===== config.mk =====
export PLATFORM = sky130hd
export DESIGN_NAME = first_fit_segment_allocator
export DESIGN_NICKNAME = d
export VERILOG_FILES = /design/src/ffsa_pkg.sv /design/src/ffsa_table.sv /design/src/ffsa_seq.sv /design/src/first_fit_segment_allocator.sv
export SDC_FILE = /design/constraint.sdc
export NUM_CORES = 2
export LEC_CHECK = 0
export BUFFER_PORTS_ARGS = -buffer_cell sky130_fd_sc_hd__clkbuf_2
export CAP_MARGIN = 40
export CORE_ASPECT_RATIO = 0.7
export CORE_UTILIZATION = 56
export DETAILED_ROUTE_END_ITERATION = 16
export PLACE_DENSITY = 0.72
export SLEW_MARGIN = 20
export SYNTH_ARGS = -nofsm -noshare
export SYNTH_HDL_FRONTEND = slang
export SYNTH_SLANG_ARGS = --single-unit

===== constraint.sdc =====
create_clock -name clk_i -period 6.97 [get_ports clk_i]
set_clock_uncertainty 0.15 [all_clocks]
set_input_delay 1.0455 -clock clk_i [delete_from_list [all_inputs] [get_ports clk_i]]
set_output_delay 1.0455 -clock clk_i [all_outputs]
set_load 0.02 [all_outputs]

===== src/ffsa_pkg.sv =====
package ffsa_pkg;

  localparam int unsigned LEN_W  = 21;
  localparam int unsigned ADDR_W = 20;

  localparam int unsigned DEF_POOL_BYTES   = 1024 * 1024;
  localparam int unsigned DEF_HEADER_BYTES = 24;
  localparam int unsigned DEF_MAX_SEGMENTS = 64;

  // Stream payload widths, rounded up to whole bytes.
  localparam int unsigned IN_TDATA_W  = ((LEN_W + ADDR_W + 7) / 8) * 8;
  localparam int unsigned OUT_TDATA_W = ((2 + ADDR_W + 7) / 8) * 8;

  typedef enum logic [1:0] {
    STAT_OK      = 2'd0,
    STAT_ZERO    = 2'd1,
    STAT_NOFIT   = 2'd2,
    STAT_BADFREE = 2'd3
  } status_e;

  typedef enum logic [3:0] {
    ST_INIT,
    ST_IDLE,
    ST_SCAN,
    ST_SHUP,
    ST_SPLIT,
    ST_FNEXT,
    ST_FMERGE,
    ST_SHDN,
    ST_RESP
  } state_e;

  typedef struct packed {
    logic             used;
    logic [LEN_W-1:0] len;
  } seg_t;

  typedef struct packed {
    logic              action;
    logic [LEN_W-1:0]  size;
    logic [ADDR_W-1:0] addr;
  } req_t;

  typedef struct packed {
    status_e           status;
    logic [ADDR_W-1:0] gaddr;
  } res_t;

endpackage


===== src/ffsa_table.sv =====
module ffsa_table #(
  parameter int unsigned DEPTH = ffsa_pkg::DEF_MAX_SEGMENTS,
  localparam int unsigned IW   = $clog2(DEPTH)
) (
  input  logic          clk_i,
  input  logic          we_i,
  input  logic [IW-1:0] waddr_i,
  input  ffsa_pkg::seg_t wdata_i,
  input  logic [IW-1:0] raddr_i,
  output ffsa_pkg::seg_t rdata_o
);

  ffsa_pkg::seg_t mem [DEPTH];
  ffsa_pkg::seg_t rdata_q;

  always_ff @(posedge clk_i) begin
    if (we_i) begin
      mem[waddr_i] <= wdata_i;
    end
  end

  always_ff @(posedge clk_i) begin
    rdata_q <= mem[raddr_i];
  end

  assign rdata_o = rdata_q;

endmodule


===== src/ffsa_seq.sv =====
module ffsa_seq #(
  parameter int unsigned POOL_BYTES   = ffsa_pkg::DEF_POOL_BYTES,
  parameter int unsigned HEADER_BYTES = ffsa_pkg::DEF_HEADER_BYTES,
  parameter int unsigned MAX_SEGMENTS = ffsa_pkg::DEF_MAX_SEGMENTS
) (
  input  logic           clk_i,
  input  logic           rst_ni,
  input  logic           req_valid_i,
  output logic           req_ready_o,
  input  ffsa_pkg::req_t req_i,
  output logic           res_valid_o,
  input  logic           res_ready_i,
  output ffsa_pkg::res_t res_o
);

  localparam int unsigned IW = $clog2(MAX_SEGMENTS);
  localparam int unsigned CW = $clog2(MAX_SEGMENTS + 1);
  localparam int unsigned LW = ffsa_pkg::LEN_W;
  localparam int unsigned AW = ffsa_pkg::ADDR_W;
  localparam logic [LW-1:0] HDR      = LW'(HEADER_BYTES);
  localparam logic [LW-1:0] POOL_LEN = LW'(POOL_BYTES - HEADER_BYTES);
  localparam logic [CW-1:0] CNT_MAX  = CW'(MAX_SEGMENTS);

  ffsa_pkg::state_e state_q, state_d;
  logic [CW-1:0] cnt_q, cnt_d;
  logic          act_q, act_d;
  logic [LW-1:0] size_q, size_d;
  logic [AW-1:0] addr_q, addr_d;
  logic [LW:0]   reqh_q, reqh_d;
  logic [IW-1:0] k_q, k_d;
  logic [LW-1:0] pay_q, pay_d;
  logic          prev_used_q, prev_used_d;
  logic [LW-1:0] prev_len_q, prev_len_d;
  logic [IW-1:0] hit_q, hit_d;
  logic [LW-1:0] hlen_q, hlen_d;
  logic          mp_q, mp_d;
  logic          mn_q, mn_d;
  logic [LW-1:0] base_q, base_d;
  logic [LW-1:0] nlen_q, nlen_d;
  logic [CW-1:0] ptr_q, ptr_d;
  logic          shv_q, shv_d;
  logic [IW-1:0] wa_q, wa_d;
  logic [1:0]    dist_q, dist_d;
  ffsa_pkg::res_t res_q, res_d;

  logic           we;
  logic [IW-1:0]  waddr;
  ffsa_pkg::seg_t wdata;
  logic [IW-1:0]  raddr;
  ffsa_pkg::seg_t cur;

  // Shared adder: a + b + header, used for offsets and for merged lengths.
  logic [LW-1:0] add_a, add_b, add_sum;
  assign add_sum = add_a + add_b + HDR;

  logic          is_last, alloc_hit, free_hit, do_split, has_next;
  logic [IW-1:0] wi;
  logic [LW-1:0] total;
  logic [1:0]    dsum;

  ffsa_table #(.DEPTH(MAX_SEGMENTS)) u_table (
    .clk_i  (clk_i),
    .we_i   (we),
    .waddr_i(waddr),
    .wdata_i(wdata),
    .raddr_i(raddr),
    .rdata_o(cur)
  );

  assign is_last   = (CW'(k_q) + CW'(1)) == cnt_q;
  assign alloc_hit = !cur.used && (cur.len >= size_q);
  assign free_hit  = cur.used && (pay_q == {1'b0, addr_q});
  assign do_split  = ({1'b0, cur.len} > reqh_q) && (cnt_q != CNT_MAX);
  assign has_next  = (CW'(hit_q) + CW'(1)) < cnt_q;
  assign wi        = mp_q ? hit_q - IW'(1) : hit_q;
  assign total     = mn_q ? add_sum : base_q;
  assign dsum      = {1'b0, mp_q} + {1'b0, mn_q};

  always_ff @(posedge clk_i or negedge rst_ni) begin
    if (!rst_ni) begin
      state_q <= ffsa_pkg::ST_INIT;
      cnt_q   <= CW'(1);
      shv_q   <= 1'b0;
    end else begin
      state_q <= state_d;
      cnt_q   <= cnt_d;
      shv_q   <= shv_d;
    end
  end

  always_ff @(posedge clk_i) begin
    act_q       <= act_d;
    size_q      <= size_d;
    addr_q      <= addr_d;
    reqh_q      <= reqh_d;
    k_q         <= k_d;
    pay_q       <= pay_d;
    prev_used_q <= prev_used_d;
    prev_len_q  <= prev_len_d;
    hit_q       <= hit_d;
    hlen_q      <= hlen_d;
    mp_q        <= mp_d;
    mn_q        <= mn_d;
    base_q      <= base_d;
    nlen_q      <= nlen_d;
    ptr_q       <= ptr_d;
    wa_q        <= wa_d;
    dist_q      <= dist_d;
    res_q       <= res_d;
  end

  always_comb begin
    state_d     = state_q;
    cnt_d       = cnt_q;
    act_d       = act_q;
    size_d      = size_q;
    addr_d      = addr_q;
    reqh_d      = reqh_q;
    k_d         = k_q;
    pay_d       = pay_q;
    prev_used_d = prev_used_q;
    prev_len_d  = prev_len_q;
    hit_d       = hit_q;
    hlen_d      = hlen_q;
    mp_d        = mp_q;
    mn_d        = mn_q;
    base_d      = base_q;
    nlen_d      = nlen_q;
    ptr_d       = ptr_q;
    shv_d       = shv_q;
    wa_d        = wa_q;
    dist_d      = dist_q;
    res_d       = res_q;
    we          = 1'b0;
    waddr       = '0;
    wdata       = '0;
    raddr       = '0;
    add_a       = pay_q;
    add_b       = cur.len;
    req_ready_o = 1'b0;
    res_valid_o = 1'b0;

    unique case (state_q)
      ffsa_pkg::ST_INIT: begin
        we         = 1'b1;
        waddr      = '0;
        wdata.used = 1'b0;
        wdata.len  = POOL_LEN;
        state_d    = ffsa_pkg::ST_IDLE;
      end
      ffsa_pkg::ST_IDLE: begin
        req_ready_o = 1'b1;
        // Entry 0 is read now so that it is ready in the first scan cycle.
        raddr = '0;
        if (req_valid_i) begin
          act_d       = req_i.action;
          size_d      = req_i.size;
          addr_d      = req_i.addr;
          reqh_d      = {1'b0, req_i.size} + {1'b0, HDR};
          k_d         = '0;
          pay_d       = HDR;
          prev_used_d = 1'b1;
          res_d.gaddr = '0;
          if (!req_i.action && (req_i.size == '0)) begin
            res_d.status = ffsa_pkg::STAT_ZERO;
            state_d      = ffsa_pkg::ST_RESP;
          end else begin
            state_d = ffsa_pkg::ST_SCAN;
          end
        end
      end
      ffsa_pkg::ST_SCAN: begin
        raddr = k_q + IW'(1);
        if (!act_q && alloc_hit) begin
          we           = 1'b1;
          waddr        = k_q;
          wdata.used   = 1'b1;
          wdata.len    = do_split ? size_q : cur.len;
          hit_d        = k_q;
          hlen_d       = cur.len;
          res_d.status = ffsa_pkg::STAT_OK;
          res_d.gaddr  = pay_q[AW-1:0];
          if (do_split) begin
            ptr_d   = cnt_q - CW'(1);
            shv_d   = 1'b0;
            state_d = ffsa_pkg::ST_SHUP;
          end else begin
            state_d = ffsa_pkg::ST_RESP;
          end
        end else if (act_q && free_hit) begin
          hit_d        = k_q;
          hlen_d       = cur.len;
          mp_d         = (k_q != '0) && !prev_used_q;
          res_d.status = ffsa_pkg::STAT_OK;
          state_d      = ffsa_pkg::ST_FNEXT;
        end else if (is_last) begin
          res_d.status = act_q ? ffsa_pkg::STAT_BADFREE : ffsa_pkg::STAT_NOFIT;
          state_d      = ffsa_pkg::ST_RESP;
        end else begin
          k_d         = k_q + IW'(1);
          pay_d       = add_sum;
          prev_used_d = cur.used;
          prev_len_d  = cur.len;
        end
      end
      ffsa_pkg::ST_SHUP: begin
        // Move the entries above the split up by one, top entry first.
        if (shv_q) begin
          we    = 1'b1;
          waddr = wa_q;
          wdata = cur;
        end
        if (ptr_q > CW'(hit_q)) begin
          raddr = ptr_q[IW-1:0];
          wa_d  = ptr_q[IW-1:0] + IW'(1);
          shv_d = 1'b1;
          ptr_d = ptr_q - CW'(1);
        end else begin
          shv_d   = 1'b0;
          state_d = ffsa_pkg::ST_SPLIT;
        end
      end
      ffsa_pkg::ST_SPLIT: begin
        we         = 1'b1;
        waddr      = hit_q + IW'(1);
        wdata.used = 1'b0;
        wdata.len  = LW'({1'b0, hlen_q} - reqh_q);
        cnt_d      = cnt_q + CW'(1);
        state_d    = ffsa_pkg::ST_RESP;
      end
      ffsa_pkg::ST_FNEXT: begin
        // The entry after the freed one is on the read port now.
        add_a   = prev_len_q;
        add_b   = hlen_q;
        base_d  = mp_q ? add_sum : hlen_q;
        mn_d    = has_next && !cur.used;
        nlen_d  = cur.len;
        state_d = ffsa_pkg::ST_FMERGE;
      end
      ffsa_pkg::ST_FMERGE: begin
        add_a      = base_q;
        add_b      = nlen_q;
        we         = 1'b1;
        waddr      = wi;
        wdata.used = 1'b0;
        wdata.len  = total;
        dist_d     = dsum;
        ptr_d      = CW'(wi) + CW'(dsum) + CW'(1);
        shv_d      = 1'b0;
        state_d    = ffsa_pkg::ST_SHDN;
      end
      ffsa_pkg::ST_SHDN: begin
        // Close the gap left by the merged entries, lowest entry first.
        if (shv_q) begin
          we    = 1'b1;
          waddr = wa_q;
          wdata = cur;
        end
        if (ptr_q < cnt_q) begin
          raddr = ptr_q[IW-1:0];
          wa_d  = ptr_q[IW-1:0] - IW'(dist_q);
          shv_d = 1'b1;
          ptr_d = ptr_q + CW'(1);
        end else begin
          shv_d   = 1'b0;
          cnt_d   = cnt_q - CW'(dist_q);
          state_d = ffsa_pkg::ST_RESP;
        end
      end
      ffsa_pkg::ST_RESP: begin
        res_valid_o = 1'b1;
        if (res_ready_i) begin
          state_d = ffsa_pkg::ST_IDLE;
        end
      end
      default: begin
        state_d = ffsa_pkg::ST_IDLE;
      end
    endcase
  end

  assign res_o = res_q;

  property p_cnt_range;
    @(posedge clk_i) disable iff (!rst_ni)
      (cnt_q != '0) && (cnt_q <= CNT_MAX);
  endproperty
  a_cnt_range: assert property (p_cnt_range) else $error("segment count out of range");

  property p_split_grows;
    @(posedge clk_i) disable iff (!rst_ni)
      (state_q == ffsa_pkg::ST_SPLIT) |=> (cnt_q == $past(cnt_q) + CW'(1));
  endproperty
  a_split_grows: assert property (p_split_grows) else $error("split did not add an entry");

  property p_idle_no_write;
    @(posedge clk_i) disable iff (!rst_ni)
      (state_q == ffsa_pkg::ST_IDLE) |-> !we;
  endproperty
  a_idle_no_write: assert property (p_idle_no_write) else $error("table written while idle");

  property p_accept_leaves_idle;
    @(posedge clk_i) disable iff (!rst_ni)
      (req_valid_i && req_ready_o) |=> (state_q != ffsa_pkg::ST_IDLE);
  endproperty
  a_accept_leaves_idle: assert property (p_accept_leaves_idle)
    else $error("request accepted but sequencer stayed idle");

  property p_shift_write_split;
    @(posedge clk_i) disable iff (!rst_ni)
      (we && (state_q == ffsa_pkg::ST_SHUP || state_q == ffsa_pkg::ST_SHDN))
        |-> (waddr != raddr);
  endproperty
  a_shift_write_split: assert property (p_shift_write_split)
    else $error("shift writes the entry it reads");

endmodule


===== src/first_fit_segment_allocator.sv =====
// Flow from the input transfer to m_axis_tvalid_o: a zero size allocate goes straight to the
// result; an allocate scans the table up to the entry it takes, a failed scan or a bad free
// scans every entry, an allocate that splits then moves the entries above up and writes the
// new free entry, and a free merges its free neighbours and moves the later entries down.
// Throughput: one request at a time; the next is taken once the result is in the output
// register. Reset clears the control state; table entry 0 is then written before any request.
module first_fit_segment_allocator #(
  parameter int unsigned POOL_BYTES   = ffsa_pkg::DEF_POOL_BYTES,
  parameter int unsigned HEADER_BYTES = ffsa_pkg::DEF_HEADER_BYTES,
  parameter int unsigned MAX_SEGMENTS = ffsa_pkg::DEF_MAX_SEGMENTS
) (
  input  logic                             clk_i,
  input  logic                             rst_ni,
  input  logic                             s_axis_tvalid_i,
  output logic                             s_axis_tready_o,
  // request_size [20:0], address [40:21], zero fill above
  input  logic [ffsa_pkg::IN_TDATA_W-1:0]  s_axis_tdata_i,
  // action: 0 allocate, 1 free
  input  logic                             s_axis_tuser_i,
  output logic                             m_axis_tvalid_o,
  input  logic                             m_axis_tready_i,
  // status [1:0], granted_address [21:2], zero fill above
  output logic [ffsa_pkg::OUT_TDATA_W-1:0] m_axis_tdata_o
);

  localparam int unsigned LW = ffsa_pkg::LEN_W;
  localparam int unsigned AW = ffsa_pkg::ADDR_W;

  ffsa_pkg::req_t req;
  ffsa_pkg::res_t res;
  logic           res_valid;
  logic           res_ready;
  logic           out_valid_q, out_valid_d;
  ffsa_pkg::res_t out_q;

  assign req.action = s_axis_tuser_i;
  assign req.size   = s_axis_tdata_i[LW-1:0];
  assign req.addr   = s_axis_tdata_i[LW+AW-1:LW];

  ffsa_seq #(
    .POOL_BYTES  (POOL_BYTES),
    .HEADER_BYTES(HEADER_BYTES),
    .MAX_SEGMENTS(MAX_SEGMENTS)
  ) u_seq (
    .clk_i      (clk_i),
    .rst_ni     (rst_ni),
    .req_valid_i(s_axis_tvalid_i),
    .req_ready_o(s_axis_tready_o),
    .req_i      (req),
    .res_valid_o(res_valid),
    .res_ready_i(res_ready),
    .res_o      (res)
  );

  // The output register frees the sequencer as soon as a result is parked.
  assign res_ready = !out_valid_q || m_axis_tready_i;

  always_comb begin
    out_valid_d = out_valid_q;
    if (res_valid && res_ready) begin
      out_valid_d = 1'b1;
    end else if (m_axis_tready_i) begin
      out_valid_d = 1'b0;
    end
  end

  always_ff @(posedge clk_i or negedge rst_ni) begin
    if (!rst_ni) begin
      out_valid_q <= 1'b0;
    end else begin
      out_valid_q <= out_valid_d;
    end
  end

  always_ff @(posedge clk_i) begin
    if (res_valid && res_ready) begin
      out_q <= res;
    end
  end

  assign m_axis_tvalid_o = out_valid_q;
  assign m_axis_tdata_o  = ffsa_pkg::OUT_TDATA_W'({out_q.gaddr, out_q.status});

endmodule


==> flow_summary_export.csv <==
group,metric,value,unit
status,status,"finished clean",
global_route,grt_pass1_vias,44489,
clock_network,cts_tree,"done",
setup_path,cp-end-kind,"flop",
setup_path,crit_type,"reg2reg",
timing,worstMarginPinSlew,1.090,ns
setup_path,cp_slowest_cell,"dfrtp_1",
timing,finalSetupViolations,0,
clock_network,htreeDepth,4,
detailed_routing,avgRoutedWirePerCell,32.32,µm
global_route,antenna_found_initial,11,
clock_network,root_buffer,"clkbuf_16",
timing,timing.fmax,168.2,MHz
worst_hold_path,hold_path_class,"reg2reg",
yosys,synth.top_cells.by_count,"1648 x edfxtp_1, 901 x nand2_1, 311 x nand3_1",
timing,final.period_utilization,85.30,%
timing,finalSetupTns,0,ns
yosys,syn_avg_cell_area,13.78,µm²
yosys,yosysUniqueCellTypes,99,
yosys,yosysMostFrequentCell,"edfxtp_1",
floorplanning,fp-row-count,109,
clock_network,cts_sinks,1683,
timing,fin_crit,5.945,ns
timing,drv_slew,0,
setup_path,cp_cell_sequence,"nand2b_1 > or2_2 > inv_2 > nor2_2 > buf_4 > nand2_1 > nand2_1 > ha_1 > ha_1 > inv_1 > fa_1 > nor2b_1 > o21ai_0 > a21oi_1 > buf_4 > o211ai_1 > a311oi_1 > a21oi_1 > xnor2_1 > nand3_1 > o311ai_4 > buf_8 > buf_4",
floorplanning,die_w,429.8,µm
clock_network,tritoncts.num_buffers,153,
power_and_ir_drop,p_int,0.02298,W
yosys,ys_seq_area_share,70.05,%
setup_path,required,7.36,ns
detailed_routing,drt-vias-per-instance,6.815,
power_and_ir_drop,p_leak,27.92,nW
yosys,ys_seq_elements,1683,
placement,hpwl,146500,µm
detailed_routing,drt_iter0_markers,8817,
yosys,yosys.area.top_type_share,68.98,%
floorplanning,core,0.1267,mm²
yosys,ys_warn_count,0,
power_and_ir_drop,switching_share,41.39,%
power_and_ir_drop,power_frac_comb,41.8,%
power_and_ir_drop,clkPwrFrac,21.4,%
setup_path,worstSetupStartpointType,"flop",
timing,maxSlewHeadroom,27.32,%
global_route,grt_max_degree,109,
yosys,syn_area,0.07174,mm²
clock_network,cts_buffer_depth,3,
placement,io_buffer_count,69,
detailed_routing,firstDrtPassIters,9,
worst_hold_path,hold_path_depth,0,
power_and_ir_drop,seqPwrFrac,36.8,%
timing,hold_viol,0,
detailed_routing,vias,48977,
run,cap_viol_max_count,0,
floorplanning,pin_count,79,
clock_network,cts_setup_buffers,0,
detailed_routing,wl,232300,µm
timing,rsz0062_at_grt,"false",
yosys,synth_flop_cell,"edfxtp_1",
timing,hold_ws,0.2682,ns
finish,fin_nets,5592,
yosys,synth_edf_count,1648,
power_and_ir_drop,p_per_area,487.4,mW/mm²
clock_network,cts.clk_slew.worst_paths,0.06,ns
placement,globalplace.congestion,0.9971,
power_and_ir_drop,p_switching,0.01623,W
global_route,grt_pass1_wl,323300,µm
detailed_routing,drc,0,
detailed_routing,ant_nets,0,
setup_path,worst-endpoint-arrival,6.34,ns
floorplanning,dieArea,0.1296,mm²
yosys,yosysTopAreaCell,"edfxtp_1",
finish,drive_gt1_share,12.79,%
yosys,syn_inst,5208,
setup_path,reg2reg_depth,23,
setup_path,cp_slowest_stage_delay,0.69,ns
floorplanning,initial_core_util,56.63,%
finish,area_delta_synth_final,12.14,%
yosys,synth_area_leaders,"edfxtp_1 69%, nand2_1 4.7%, mux2i_1 3.2%, ha_1 2.5%, nand3_1 2.2%",
global_route,overflow,0,
setup_path,cpMostUsedCell,"buf_4",
setup_path,cp_max_fo,41,
clock_network,clk_latency,0.80,ns
power_and_ir_drop,ir_drop,0.0003356,V
global_route,grtUsageTotal,35.35,%
floorplanning,die_y,301.5,µm
yosys,ys_async_sr_fraction,0.7724,%
[final cells by class]
cell class | count | area (µm²)
clock buffer | 199 | 4138
sequential | 1683 | 50250
timing repair buffer | 308 | 2634
multi-input combinational | 3144 | 20220
inverter | 101 | 379.1
clock inverter | 77 | 721.9
antenna | 10 | 25.02
fill | 9073 | 46250
tap | 1665 | 2083
[cells by family (layout without fill, tap and decap cells)]
logic type | count (synthesis) | count (layout) | synth area share (%)
compound gates | 911 | 911 | 8.898
other cells | 1 | 12 | 0.005227
mux | 278 | 278 | 3.966
buf+inv | 382 | 685 | 2.496
simple gates | 1693 | 1693 | 10.58
xor+xnor | 112 | 112 | 1.367
fa+ha+maj | 148 | 148 | 2.644
flops | 1683 | 1683 | 70.05
[per-layer routing]
metal | part of all wire, % | GRT usage, %
met1 | 38 | 50.54
met2 | 40 | 46.46
met3 | 18 | 17.26
met4 | 3.7 | 12.50
met5 | 0.0095 | 0
[flip-flops by register name (all words and copies together), names as in the netlist, 2 cells and up]
signal	flops
u_seq.pay_q	21
u_seq.res_o	22
u_seq.u_table.mem	1408
u_seq.addr_q	20
u_seq.nlen_q	21
u_seq.prev_len_q	21
u_seq.hlen_q	21
u_seq.wa_q	6
u_seq.k_q	6
u_seq.u_table.rdata_o	22
u_seq.ptr_q	7
u_seq.cnt_q	7
u_seq.reqh_q	22
u_seq.base_q	21
u_seq.hit_q	6
m_axis_tdata_o	22
u_seq.dist_q	2
u_seq.state_q	4
u_seq.size_q	18
[repair_timing]
action	4_1_cts	5_1_grt
resized for setup	0	0
endpoints found under the hold margin	12	0
hold buffers	1	0
setup endpoints to repair	0	0
[cells in the final DEF (no fill, tap or decap), types with 96 or more instances in the layout]
cell	count
clkbuf_16	158
nand3_1	310
buf_4	193
mux2i_1	228
edfxtp_1	1648
ha_1	142
nor2_1	101
nand2_1	900
inv_1	96
a21oi_1	248
[final timing paths]
path,startpoint,to,slack [ns]
max,u_seq.state_q[1]$_DFFE_PN0P_,u_seq.u_table.mem[54][17]$_DFFE_PP_,1.02
min,u_seq.res_o[11]$_SDFFCE_PN0P_,m_axis_tdata_o[13]$_DFFE_PP_,0.27
max reg2reg,u_seq.state_q[1]$_DFFE_PN0P_,u_seq.u_table.mem[54][17]$_DFFE_PP_,1.02
min reg2reg,u_seq.res_o[11]$_SDFFCE_PN0P_,m_axis_tdata_o[13]$_DFFE_PP_,0.27
max in group asynchronous,rst_ni,u_seq.cnt_q[0]$_DFFE_PN1P_,5.81
min in group asynchronous,rst_ni,u_seq.cnt_q[6]$_DFFE_PN0P_,0.56
[stage by stage]
stage	setup slack [ns]	utilization (%)	power, W	cell area [µm²]	std cells
3_3_place_gp	1.077	59.24	0.02958	75050	6869
6_report	1.025	63.50	0.03921	80450	7187
2_1_floorplan	0.2769	-	0.02317	71760	5209
5_1_grt	0.7381	63.48	0.04015	80430	7177
3_5_place_dp	1.264	59.55	0.02998	75450	6891
4_1_cts	1.222	63.40	0.03830	80320	7168
[worst max-delay path, delay by kind of cell (launching register included)]
family	cells	cell delay (ns)
AOI/OAI and AO/OA	6	1.08
xor gates and xnor gates	1	0.37
and+or+nand+nor	7	1.07
adders and majority gates	3	0.91
buffers and inverters	6	1.38
DFF	1	0.69
[power groups by stage]
stage	Sequential [W]	Combinational [W]	Clock [W]
floorplan	0.0145	0.00869	0
global placement	0.0146	0.0150	0
detailed placement	0.0146	0.0154	0
CTS	0.0144	0.0155	0.00841
global route	0.0145	0.0169	0.00878
finish	0.0144	0.0164	0.00841
(Power assumes the default switching activity.)
